### src/rtl/frc_pkg.sv
// ----------------------------------------------------------------------------
// frc_pkg
// Shared types and constants of the flow record cache.
// ----------------------------------------------------------------------------
package frc_pkg;

    localparam int TABLE_DEPTH = 32;
    localparam int KEY_WIDTH   = 64;
    localparam int IDX_W       = $clog2(TABLE_DEPTH);
    localparam int CNT_W       = $clog2(TABLE_DEPTH + 1);

    localparam logic [31:0] DEFAULT_IDLE  = 32'd10;
    localparam logic [7:0]  SUM_INDICATOR = 8'hFF;

    localparam int S_TDATA_W = 448;
    localparam int M_TDATA_W = 544;

    typedef enum logic [2:0] {
        KIND_INSERTED = 3'd0,
        KIND_UPDATED  = 3'd1,
        KIND_DROPPED  = 3'd2,
        KIND_EXPIRED  = 3'd3,
        KIND_DONE     = 3'd4
    } kind_t;

    typedef enum logic [2:0] {
        ST_IDLE,
        ST_SEARCH,
        ST_PKT_DONE,
        ST_SWEEP,
        ST_SWEEP_OUT,
        ST_FINAL,
        ST_OUT_WAIT
    } state_t;

    // packet fields as held in the datapath
    typedef struct packed {
        logic [31:0]          now;
        logic [KEY_WIDTH-1:0] key;
        logic [7:0]           ind;
        logic [19:0]          label;
        logic [63:0]          src_hi;
        logic [63:0]          src_lo;
        logic [63:0]          dst_hi;
        logic [63:0]          dst_lo;
        logic [63:0]          value;
    } pkt_t;

    // commands from the controller
    typedef struct packed {
        logic             load;      // capture input word, clear search state
        logic [IDX_W-1:0] idx;       // entry under visit
        logic             visit;     // record match or free slot at idx
        logic             pkt_out;   // build packet result and write table
        logic             exp_out;   // export entry idx and free it
        logic             done_out;  // build sweep done marker
    } cmd_t;

    // status to the controller
    typedef struct packed {
        logic hit;       // current entry matches the packet
        logic expired;   // current entry is idle too long
        logic found;     // a match has been recorded
    } sts_t;

endpackage

### src/rtl/frc_ctrl.sv
// ----------------------------------------------------------------------------
// frc_ctrl
// Controller: walks the table once per item and sequences the result words.
// ----------------------------------------------------------------------------
module frc_ctrl (
    input  logic           aclk,
    input  logic           aresetn,
    input  logic           s_tvalid,
    output logic           s_tready,
    input  logic           s_op,
    output logic           m_tvalid,
    input  logic           m_tready,
    output frc_pkg::cmd_t  cmd,
    input  frc_pkg::sts_t  sts
);
    import frc_pkg::*;

    state_t           state_reg, state_next;
    logic [IDX_W-1:0] idx_reg, idx_next;
    logic             last_idx;

    assign last_idx = (idx_reg == IDX_W'(TABLE_DEPTH - 1));

    // state register
    always_ff @(posedge aclk) begin
        if (!aresetn) begin
            state_reg <= ST_IDLE;
            idx_reg   <= '0;
        end else begin
            state_reg <= state_next;
            idx_reg   <= idx_next;
        end
    end

    // next state
    always_comb begin
        state_next = state_reg;
        idx_next   = idx_reg;
        unique case (state_reg)
            ST_IDLE: begin
                if (s_tvalid) begin
                    idx_next   = '0;
                    state_next = s_op ? ST_SWEEP : ST_SEARCH;
                end
            end
            ST_SEARCH: begin
                if (sts.hit || last_idx) begin
                    state_next = ST_PKT_DONE;
                end else begin
                    idx_next = idx_reg + 1'b1;
                end
            end
            ST_PKT_DONE: state_next = ST_OUT_WAIT;
            ST_SWEEP: begin
                if (sts.expired) begin
                    state_next = ST_SWEEP_OUT;
                end else if (last_idx) begin
                    state_next = ST_FINAL;
                end else begin
                    idx_next = idx_reg + 1'b1;
                end
            end
            ST_SWEEP_OUT: begin
                if (m_tready) begin
                    if (last_idx) begin
                        state_next = ST_FINAL;
                    end else begin
                        idx_next   = idx_reg + 1'b1;
                        state_next = ST_SWEEP;
                    end
                end
            end
            ST_FINAL: state_next = ST_OUT_WAIT;
            ST_OUT_WAIT: begin
                if (m_tready) state_next = ST_IDLE;
            end
            default: state_next = ST_IDLE;
        endcase
    end

    // outputs
    always_comb begin
        s_tready     = 1'b0;
        m_tvalid     = 1'b0;
        cmd          = '0;
        cmd.idx      = idx_reg;
        unique case (state_reg)
            ST_IDLE: begin
                s_tready = 1'b1;
                cmd.load = s_tvalid;
            end
            ST_SEARCH:    cmd.visit = 1'b1;
            ST_PKT_DONE:  cmd.pkt_out = 1'b1;
            ST_SWEEP:     cmd.exp_out = sts.expired;
            ST_SWEEP_OUT: m_tvalid = 1'b1;
            ST_FINAL:     cmd.done_out = 1'b1;
            ST_OUT_WAIT:  m_tvalid = 1'b1;
            default: ;
        endcase
    end

endmodule

### config.mk
export PLATFORM = sky130hd
export DESIGN_NAME = frc_ctrl
export DESIGN_NICKNAME = d
export VERILOG_FILES = /design/src/rtl/frc_pkg.sv /design/src/rtl/frc_ctrl.sv
export SDC_FILE = /design/constraint.sdc
export NUM_CORES = 1
export LEC_CHECK = 0
export ABC_AREA = 1
export BUFFER_PORTS_ARGS = -buffer_cell sky130_fd_sc_hd__buf_2
export CAP_MARGIN = 20
export CORE_UTILIZATION = 44
export DETAILED_ROUTE_END_ITERATION = 10
export PLACE_DENSITY = 0.72
export SLEW_MARGIN = 10
export SYNTH_ARGS = -nofsm -noshare
export SYNTH_HDL_FRONTEND = slang
export SYNTH_SLANG_ARGS = --single-unit
### constraint.sdc
create_clock -name aclk -period 1.7 [get_ports aclk]
set_clock_uncertainty 0.2 [all_clocks]
set_input_delay 0.34 -clock aclk [delete_from_list [all_inputs] [get_ports aclk]]
set_output_delay 0.34 -clock aclk [all_outputs]
set_load 0.05 [all_outputs]
# Yosys cells after proc, flatten, opt, wreduce, memory -nomap -nowiden

Cells that the tools add are included.

Register bits after elaboration: 8
Latch bits: 0
Bits in writable memories: 0
Memory bits (read-only): 0
Input port bits: 8
Logic and storage cells: 46
Memories kept: 0

$add $sub $neg: 1
Multiply operators: 0
Divide/modulo/power cells: 0
Magnitude comparators: 0
Equality and inequality tests: 14
Shift operators: 0
Muxes and demuxes: 22
Bitwise gates (word level): 0
Reduce and logical (&&, ||, !) cells: 7

Operators by type and width:

| kind                | number |
|---|---|
| $mux 5              | 5 |
| $mux 3              | 7 |
| $pmux 5 s4          | 1 |
| $pmux 3 s6          | 1 |
| $ne 2x2->1 const B  | 6 |
| $reduce_and 5->1    | 2 |
| $eq 3x3->1 const B  | 3 |
| $mux 1              | 7 |
| $eq 3x2->1 const B  | 2 |
| $add 5x1->5 const B | 1 |
| $eq 5x5->1 const B  | 1 |
| $reduce_bool 4->1   | 1 |
| $reduce_or 2->1     | 2 |
| $eq 3x1->1 const B  | 1 |
| $logic_not 3->1     | 1 |
| $ne 3x3->1 const B  | 1 |
| $mux 2              | 1 |
| $logic_or 1x1->1    | 1 |

# Longest topological paths before layout

Gate-level depths: netlist of run 1.

Depth in word-level cells: 4
Gate-level depth with buffers: 12
Depth with buffers taken out: 12

# Worst setup path before layout of run 1

OpenSTA, ideal clock, no wires.

Kind: register to register
From: reg idx_reg[0]
To: reg idx_reg[0]
Data arrival time: 1.868 ns
Required time: 1.385 ns
Path slack: -0.483 ns
Cell stages (with the launch flop): 12
Buffers on the path: 0
Clock period less this slack: 2.183 ns
Cells stage by stage: dfxtp_1 -> ha_1 -> nand2_1 -> nor2_1 -> ha_1 -> inv_1 -> nand2_1 -> nand3_1 -> nand3_4 -> nor2_8 -> nor2_1 -> nor2_1

Word-level cells in the longest chain between the ends: 4

Ends and longest elaborated chain:

| item                                           | line                                           | source |
|---|---|---|
| start, declared                                | frc_ctrl.sv:19                                 | `logic [IDX_W-1:0] idx_reg, idx_next;` |
| start signal, assigned                         | frc_ctrl.sv:31                                 | `idx_reg <= idx_next;` |
| $add 5x1->5 or $eq 5x5->1 (tied branches)      | --                                             |  |
| $mux 5 or $logic_or 1x1->1 (tied branches)     | frc_ctrl.sv:57, frc_ctrl.sv:65, frc_ctrl.sv:47 |  |
| $mux 5 (tied with other cells)                 | frc_ctrl.sv:64                                 | `if (m_tready) begin` |
| $pmux 5 s4 or $reduce_and 5->1 (tied branches) | --                                             |  |

Several ways; a longest one is shown, not always the timed one. The select of a mux whose other input is x is not followed.
A chain may end at the register's enable or synchronous reset.

# Worst setup path in the final report of run 1

From: reg idx_reg[1]
To: reg idx_reg[1]

The elaborated chain is that of the path after synthesis.

==> out/summary.txt, run 1 <==
Compound-cell area share of the yosys netlist: 3.70%
Input/output buffers: 18
Post-synth cell types: 21
Cts-stage hold buffer count: 0
Ys async rst share: 0%
Max Slew Vio Count: 0
Largest family of logic cells by synthesized area: simple AND/OR/NAND/NOR gates
Detail Route Antenna Nets: 0
Hold Crit Class: primary input to flip-flop
CTS Sinks: 8
Vias in the first global route: 636
Failing checks: setup timing
Fmax: 0.579 GHz
Drt drc: 0
H-tree depth reported by CTS: 1
Netlist Area Pre-Place: 677 um2
Crit Path Class: flip-flop to flip-flop
Rows: 13
Most frequent cell after synthesis: nand2_1
Ys Warns: 0
Sw power: 0.00127 W
Sequential-to-total area share from yosys stat: 23.7%
Post-synth top flop: dfxtp_1
Setup_tns: -0.0855 ns
TritonRoute pass-1 iters: 4
CTS tree: done
Critical path fanouts, max: 8
Layout area overhead: 52.5%
Setup-failing EPs final: 5
Max FFs per register: 5
Hold Fails Final Rpt: 0
Clock Latency Late Sink: 0.27 ns
WP buf/inv: 1
Crit path max-delay cell type: dfxtp_4
Startpoint Class: flip-flop
Die Span X: 41.2 um
Mapped Nets: 122
Placed wire-length estimate: 1290 um
Core area: 0.00137 mm2
Avg WL per Cell: 11.8 um
Number of synthesized register bits: 8
Cell Pwr Density: 2180 mW/mm2
Initial Util: 49.5%
RD Place Congestion: 0.838
Iteration-0 DRC Markers: 31
Fin crit period: 1.73 ns
Crit. End Element: flip-flop
Final WL: 1870 um
Crit-path leading delay family: simple AND/OR/NAND/NOR gates
GRT Overall Usage: 24.7%
Status: finished, violations left
Post-Synthesis Cells: 112
Max cap viols: 0
Internal power: 0.000983 W
Sequential Area: 176 um2
Largest net degree at the start of global routing: 9
VDD IR max: 1.29 mV
Clk root buf: clkbuf_4
Synth top area cells: dfxtp_1 24%, nand2_1 19%, nor2_1 13%, inv_1 6.7%, nand3_1 5.2%
Via-per-instance ratio: 5.05
Sw frac: 56.3%
GRT overflow: 0
Post-synth EDFFs: 0
# fillers: 108
Leak Pwr: 0.567 nW
Unrepaired setup endpoints after global routing: true
Commonest cells post-synth: 35 x nand2_1, 23 x nor2_1, 12 x inv_1, 8 x dfxtp_1, 7 x nand3_1
Most used cell, CP: nand2_1
Post-synthesis area per instance: 6.04 um2
Layout cell share with drive strength beyond 1: 45.5%
Total CTS buffers: 3
Synth Area in XOR/XNOR: 2.59%
Yosys top cell by area: dfxtp_1
Mux cell area share after synthesis: 0%
Yosys top cell area share: 23.7%
Clock Path Buffers: 2
Worst EP required: 1.66 ns
Final net count: 154
Clk network pwr share: 7.2%
Fin crit share: 102%
Post-Synth Simple-Gate Area: 54.7%
Multi-input logic area: 523 um2
Via count: 798
Reg power frac: 16.6%
Relative slew slack: 83.5%
First-pass GRT wire length: 2640 um
Io pins: 20
Initial antenna violation count: 0
Die area: 0.00170 mm2
Die Span Y: 41.2 um
Comb pwr share: 76.2%
Synth Area in Adders: 3.70%
Inserted Diodes: 0
Tot Pwr: 0.00225 W
Clock slew at reported path FFs: 0.06 ns
Final WS setup: -0.0267 ns
Crit-path max cell delay: 0.35 ns
Worst-margin pin slew: 0.250 ns
CP Data Arrival Time: 1.69 ns
Cells along the critical path: ha_4 -> nand2_4 -> nor2_4 -> ha_4 -> buf_4 -> nand2_1 -> nand2_2 -> nor2_8 -> nand2_1 -> nand2_1 -> nor2_1
per-stage QoR:
step                      util (%)  hold WS, ns  std cells  cell area [um2]  setup slack, ns
final                         75.5        0.140        158             1030          -0.0267
after global routing          75.5        0.156        158             1030           -0.114
after CTS                     69.5        0.139        155              950          -0.0630
after detailed placement      61.8        0.267        148              845          -0.0622
after global placement        61.8        0.258        148              845          -0.0393
after floorplan                  -        0.251        112              717          -0.0504
power by group through the flow:
stage	Clock, W	Sequential, W	Combinational, W
after global routing	0.000183	0.000381	0.00186
after global placement	0	0.000350	0.00138
after floorplan	0	0.000432	0.00107
after CTS	0.000170	0.000358	0.00157
final	0.000163	0.000372	0.00172
after detailed placement	0	0.000352	0.00141
layout make-up:
| type | instances | share of cell area, % |
|---|---|---|
| inverter | 18 | 7.27 |
| clock buffer | 4 | 2.55 |
| timing repair buffer | 28 | 20.6 |
| multi-input combinational | 85 | 50.7 |
| tap | 15 | 1.82 |
| sequential | 8 | 17.1 |
cell families (layout without fill, tap and decap cells):
logic type / count (synthesis) / after routing
simple gates: 76 / 76
buf+inv: 19 / 50
flops: 8 / 8
compound gates: 5 / 5
fa+ha+maj: 2 / 2
xor+xnor: 2 / 2
final timing paths:
path,startpoint,to,slack [ns],depth (start not counted)
hold / removal,aresetn,idx_reg[0],0.14,3
setup / recovery,idx_reg[1],idx_reg[1],-0.03,11
hold reg to reg,idx_reg[3],idx_reg[3],0.30,2
setup reg to reg,idx_reg[1],idx_reg[1],-0.03,11
routing by layer:
layer / global-route usage [%] / share of wire (%) / routed length, um
met1: 27.5 / 42 / 791
met4: 16.9 / 2.2 / 42
met5: 0 / 0 / 0
met3: 7.07 / 5.7 / 106
met2: 40.2 / 50 / 927
layout by cell type (no fill, tap or decap), types with 4 or more instances in the layout:
master	n
nand2_4	4
dfxtp_2	4
buf_4	10
nor2_2	5
clkbuf_4	4
nand2_1	33
buf_2	11
nand3_1	6
nor2_1	16
inv_1	10
buf_6	4
timing repair:
| item | CTS | global route |
|---|---|---|
| hold endpoints to repair | 0 | 0 |
| pin swaps | 8 | 9 |
| buffers inserted | 3 | 3 |
| resized for setup | 18 | 17 |
| setup endpoints to repair | 12 | 14 |
tightest hold or removal path, delay by kind of cell:
kind / cells / cell delay (ns)
AND/OR/NAND/NOR: 2 / 0.10
buffers and inverters: 1 / 0.14
No activity file was read; power rests on OpenSTA's default activity.
==> inputs of run 2 (changes only) <==
--- a/config.mk
+++ b/config.mk
@@ -8,9 +8,11 @@
 export ABC_AREA = 1
 export BUFFER_PORTS_ARGS = -buffer_cell sky130_fd_sc_hd__buf_2
 export CAP_MARGIN = 20
-export CORE_UTILIZATION = 44
+export CORE_AREA = 2 2 39 41
 export DETAILED_ROUTE_END_ITERATION = 10
-export PLACE_DENSITY = 0.72
+export DIE_AREA = 0 0 41 43
+export PLACE_DENSITY = 0.79
+export SKIP_CTS_REPAIR_TIMING = 1
 export SLEW_MARGIN = 10
 export SYNTH_ARGS = -nofsm -noshare
 export SYNTH_HDL_FRONTEND = slang
==> constraint.sdc (replaced) <==
create_clock -name aclk -period 2 [get_ports aclk]
set_clock_uncertainty 0.2 [all_clocks]
set_input_delay 0.4 -clock aclk [delete_from_list [all_inputs] [get_ports aclk]]
set_output_delay 0.4 -clock aclk [all_outputs]
set_load 0.05 [all_outputs]
==> run 2 against run 1 <==
Effect of this change:
- the run now ends clean
- cell area decreased by 20%
- critical path depth is 6 lower
- first-iteration DRC count shrank 48%
- worst hold slack better by 0.075 ns
- clock power decreased by 21%
- total power decreased by 31%
- sequential share of layout area is 2.7 points higher
- combinational power is 35% lower
- register-to-register slack better by 0.18 ns
- die area increased by 3.8%
- largest cell class unchanged
- global-route usage down 5.8 points
- clock-buffer cell count decreased by 1
==> out/summary.txt, run 2 (same netlist as run 1, synthesis figures left out) <==
Status: finished clean (was finished, violations left)
Fin crit period: 1.90 ns
Clock Path Buffers: 2 (unchanged)
Die Span Y: 43 um (was 41.2 um)
Placed wire-length estimate: 1160 um (was 1290 um)
CTS tree: done (unchanged)
Iteration-0 DRC Markers: 16 (was 31)
Clk root buf: clkbuf_4 (unchanged)
Hold Fails Final Rpt: 0 (unchanged)
VDD IR max: 0.896 mV (was 1.29 mV)
Inserted Diodes: 0 (unchanged)
Initial antenna violation count: 0 (unchanged)
Via count: 760 (was 798)
Startpoint Class: flip-flop (unchanged)
Clock slew at reported path FFs: 0.06 ns (about the same)
Relative slew slack: 83.4% (was 83.5%)
Final net count: 146 (was 154)
Cell Pwr Density: 1870 mW/mm2 (was 2180 mW/mm2)
Hold Crit Class: primary input to flip-flop (unchanged)
Drt drc: 0 (unchanged)
GRT overflow: 0 (unchanged)
First-pass GRT wire length: 2370 um (was 2640 um)
Crit Path Class: flip-flop to primary output (was flip-flop to flip-flop)
Detail Route Antenna Nets: 0 (unchanged)
Io pins: 20 (unchanged)
Worst EP required: 1.40 ns (was 1.66 ns)
Utilization after layout: 59.8% (was 75.5%)
Final WL: 1450 um (was 1870 um)
Fin crit share: 94.8%
Worst-margin pin slew: 0.250 ns (about the same)
Via-per-instance ratio: 5.07 (was 5.05)
Largest net degree at the start of global routing: 9 (unchanged)
Setup_tns: 0 ns (was -0.0855 ns)
Critical path fanouts, max: 5 (was 8)
TritonRoute pass-1 iters: 4 (unchanged)
Rows: 14 (was 13)
Leak Pwr: 0.495 nW (was 0.567 nW)
Layout cell share with drive strength beyond 1: 30.6% (was 45.5%)
GRT Overall Usage: 19.0% (was 24.7%)
CTS Sinks: 8 (unchanged)
Die Span X: 41 um (was 41.2 um)
Max FFs per register: 5 (unchanged)
Core area: 0.00138 mm2 (was 0.00137 mm2)
Setup-failing EPs final: 0 (was 5)
Initial Util: 48.9% (was 49.5%)
CP Data Arrival Time: 1.30 ns (was 1.69 ns)
Layout area overhead: 22.2% (was 52.5%)
Max cap viols: 0 (unchanged)
Total CTS buffers: 3 (unchanged)
Max Slew Vio Count: 0 (unchanged)
Unrepaired setup endpoints after global routing: false (was true)
Input/output buffers: 18 (unchanged)
Vias in the first global route: 585 (was 636)
Avg WL per Cell: 9.66 um (was 11.8 um)
RD Place Congestion: 0.835 (was 0.838)
Commonest non-fill, non-tap cell in the layout: nand2_1 (unchanged)
Commonest non-fill, non-tap cells in the layout: 35 x nand2_1, 23 x nor2_1, 17 x buf_2 (was 33 x nand2_1, 16 x nor2_1, 11 x buf_2)
Tot Pwr: 0.00155 W (was 0.00225 W)
H-tree depth reported by CTS: 1 (unchanged)
Die area: 0.00176 mm2 (was 0.00170 mm2)
Crit. End Element: primary output (was flip-flop)
Fmax: 0.527 GHz
Clock Latency Late Sink: 0.26 ns (was 0.27 ns)
[run 2: changes by cell type in the layout (fill, tap and decap cells not counted), sizes merged]
cell	delta
clkbuf	-1
buf	-8
[run 2: worst max-delay path, stage by stage (launching register included)]
cell	delay [ns]
dfxtp_1	0.44
inv_2	0.09
nor2_1	0.13
nand2_1	0.08
inv_1	0.08
clkbuf_4	0.22
[run 2: area by class of cell]
cell class	count	area [um2]
timing repair buffer	20	108
clock buffer	3	22.5
sequential	8	164
tap	16	20.0
inverter	18	67.6
multi-input combinational	85	445
fill	137	557
[run 2: metrics by stage]
stage,instances,setup WS [ns],hold WS (ns),area (um2)
2_1_floorplan,112,0.0232,0.313,679
3_3_place_gp,147,0.0975,0.285,793
3_5_place_dp,147,0.0826,0.293,793
4_1_cts,150,0.0438,0.212,816
5_1_grt,150,0.00425,0.237,827
6_report,150,0.104,0.214,827
[run 2: worst paths after layout]
path / start / to / slack [ns] / cells past startpoint
worst max-delay path: state_reg[1] / cmd[2] / 0.10 / 5
worst min-delay path: aresetn / idx_reg[1] / 0.21 / 3
worst max register to register: idx_reg[0] / state_reg[0] / 0.15 / 10
worst min register to register: idx_reg[1] / idx_reg[1] / 0.30 / 2
[run 2: report_power, final]
| part | internal (W) | total, W | leakage (nW) | switching (W) |
|---|---|---|---|---|
| registers | 0.000221 | 0.000299 | 0.0670 | 0.0000781 |
| logic | 0.000322 | 0.00112 | 0.414 | 0.000801 |
| clock network | 0.0000690 | 0.000128 | 0.0138 | 0.0000588 |
| total | 0.000612 | 0.00155 | 0.495 | 0.000938 |
[run 2: per-layer routing]
layer	track usage (%)	part of all wire (%)
met1	25.5	45
met2	28.4	48
met3	2.62	5.9
met4	9.33	1.4
met5	0	0
==> inputs of run 3 (changes only) <==
==> constraint.sdc (replaced) <==
create_clock -name aclk -period 2 [get_ports aclk]
set_clock_uncertainty 0.2 [all_clocks]
set_input_delay 0.6 -clock aclk [delete_from_list [all_inputs] [get_ports aclk]]
set_output_delay 0.6 -clock aclk [all_outputs]
set_load 0.05 [all_outputs]
==> run 3 against run 2 <==
Effect of this change:
- die area is the same
- critical endpoint is now cmd[3]
- largest cell class unchanged
- critical path type unchanged
- global-route usage grew 2.8 points
- final cell count grew 1.3%
==> out/summary.txt, run 3 (same netlist as run 1, synthesis figures left out) <==
CP Launch Point: state_reg[1] (unchanged)
Hold worst-path end: idx_reg[1] (unchanged)
Layout cell share with drive strength beyond 1: 38.2% (was 30.6%)
Detail Route Antenna Nets: 0 (unchanged)
Reg power frac: 18.9% (was 19.3%)
Total CTS buffers: 3 (unchanged)
Io pins: 20 (unchanged)
Die area: 0.00176 mm2 (unchanged)
GRT Overall Usage: 21.8% (was 19.0%)
TritonRoute pass-1 iters: 4 (unchanged)
Layout area overhead: 33.1% (was 22.2%)
Commonest non-fill, non-tap cell in the layout: nand2_1 (unchanged)
Hold depth: 2 (was 3)
Inserted Diodes: 0 (unchanged)
Comb pwr share: 73.7% (was 72.4%)
Max FFs per register: 5 (unchanged)
Clock Latency Late Sink: 0.26 ns (about the same)
Crit. End Element: primary output (unchanged)
Hold Crit Class: flip-flop to flip-flop (was primary input to flip-flop)
Fin crit period: 1.94 ns (was 1.90 ns)
CTS tree: done (unchanged)
Cell Pwr Density: 1870 mW/mm2 (about the same)
Fin area: 901 um2 (was 827 um2)
GRT overflow: 0 (unchanged)
Die Span Y: 43 um (unchanged)
Clock Path Buffers: 2 (unchanged)
Final WL: 1550 um (was 1450 um)
Leak Pwr: 0.510 nW (was 0.495 nW)
Die Span X: 41 um (unchanged)
Worst EP required: 1.20 ns (was 1.40 ns)
Avg WL per Cell: 10.2 um (was 9.66 um)
First-pass GRT wire length: 2570 um (was 2370 um)
Vias in the first global route: 640 (was 585)
Placed wire-length estimate: 1230 um (was 1160 um)
VDD IR max: 0.879 mV (was 0.896 mV)
Reg2Reg Capture Point: state_reg[0] (unchanged)
Final non-filler cell total: 152 (was 150)
RD Place Congestion: 0.859 (was 0.835)
Critical path fanouts, max: 5 (unchanged)
Placed Area: 806 um2 (was 793 um2)
Clk root buf: clkbuf_4 (unchanged)
Via count: 740 (was 760)
Clock slew at reported path FFs: 0.06 ns (about the same)
Relative slew slack: 83.5% (was 83.4%)
Clk network pwr share: 7.4% (was 8.2%)
Drt drc: 0 (unchanged)
Setup-failing EPs final: 0 (unchanged)
Tot Pwr: 0.00168 W (was 0.00155 W)
Sw power: 0.000984 W (was 0.000938 W)
Sw frac: 58.5% (was 60.5%)
Status: finished clean (unchanged)
Max Slew Vio Count: 0 (unchanged)
Worst reg-to-reg path cell count: 10 (unchanged)
Largest net degree at the start of global routing: 9 (unchanged)
Crit Path Class: flip-flop to primary output (unchanged)
Final net count: 148 (was 146)
FF-to-FF Start: idx_reg[0] (unchanged)
Iteration-0 DRC Markers: 18 (was 16)
Input/output buffers: 18 (unchanged)
Placed insts: 148 (was 147)
Max cap viols: 0 (unchanged)
Initial Util: 48.9% (unchanged)
Setup_tns: 0 ns (unchanged)
Commonest non-fill, non-tap cells in the layout: 34 x nand2_1, 19 x nor2_1, 11 x inv_1, 11 x buf_2, 7 x buf_4 (was 35 x nand2_1, 23 x nor2_1, 17 x buf_2)
Fin crit share: 96.9% (was 94.8%)
Rows: 14 (unchanged)
Initial antenna violation count: 0 (unchanged)
H-tree depth reported by CTS: 1 (unchanged)
Via-per-instance ratio: 4.87 (was 5.07)
Hold Fails Final Rpt: 0 (unchanged)
Internal power: 0.000698 W (was 0.000612 W)
Worst-margin pin slew: 0.249 ns (was 0.250 ns)
Hold path start: idx_reg[1] (was aresetn)
Startpoint Class: flip-flop (unchanged)
R2r setup slk: 0.17 ns (was 0.15 ns)
Core area: 0.00138 mm2 (unchanged)
CP Data Arrival Time: 1.14 ns (was 1.30 ns)
Fmax: 0.516 GHz (was 0.527 GHz)
CTS Sinks: 8 (unchanged)
-- run 3: changes by cell type in the layout (fill, tap and decap cells not counted), sizes merged --
| cell | delta |
|---|---|
| buf | +2 |
-- run 3: power by group through the flow --
stage	clock network [W]	logic [W]	registers, W
2_1_floorplan	0	0.000892	0.000356
3_3_place_gp	0	0.00111	0.000299
3_5_place_dp	0	0.00113	0.000302
4_1_cts	0.000129	0.00113	0.000298
5_1_grt	0.000140	0.00138	0.000326
6_report	0.000125	0.00124	0.000317
-- run 3: worst max-delay path, stage by stage, from the launching register on --
cell	delay [ns]
dfxtp_4	0.36
inv_2	0.11
nand2_2	0.09
nor2_2	0.15
buf_6	0.17
-- run 3: layer usage --
layer | track usage [%] | share of wire (%) | up-vias
met5 | 0 | 0 | -
met4 | 14.0 | 2.1 | 0
met3 | 4.71 | 3.9 | 5
met2 | 31.3 | 49 | 21
met1 | 28.2 | 45 | 321
li1 | - | - | 393
-- run 3: worst max-delay path by stage --
stage	endpoint	cells past startpoint
6_report	cmd[3]	4
5_1_grt	cmd[3]	4
4_1_cts	cmd[0]	3
3_5_place_dp	cmd[1]	4
3_3_place_gp	cmd[1]	4
2_1_floorplan	cmd[0]	3
-- run 3: layout make-up --
cell class,instances,area [um2]
Inverter,18,67.6
Fill cell,131,483
Sequential cell,8,171
Tap cell,16,20.0
Clock buffer,3,22.5
Timing Repair Buffer,22,149
Multi-Input combinational cell,85,470
-- run 3: stage by stage --
step	setup WS (ns)	utilization (%)	hold WS, ns
finish	0.0630	65.1	0.306
global route	-0.00838	65.1	0.350
CTS	-0.157	59.9	0.306
detailed placement	0.0398	58.2	0.297
global placement	0.0407	58.2	0.286
floorplan	-0.00717	-	0.405
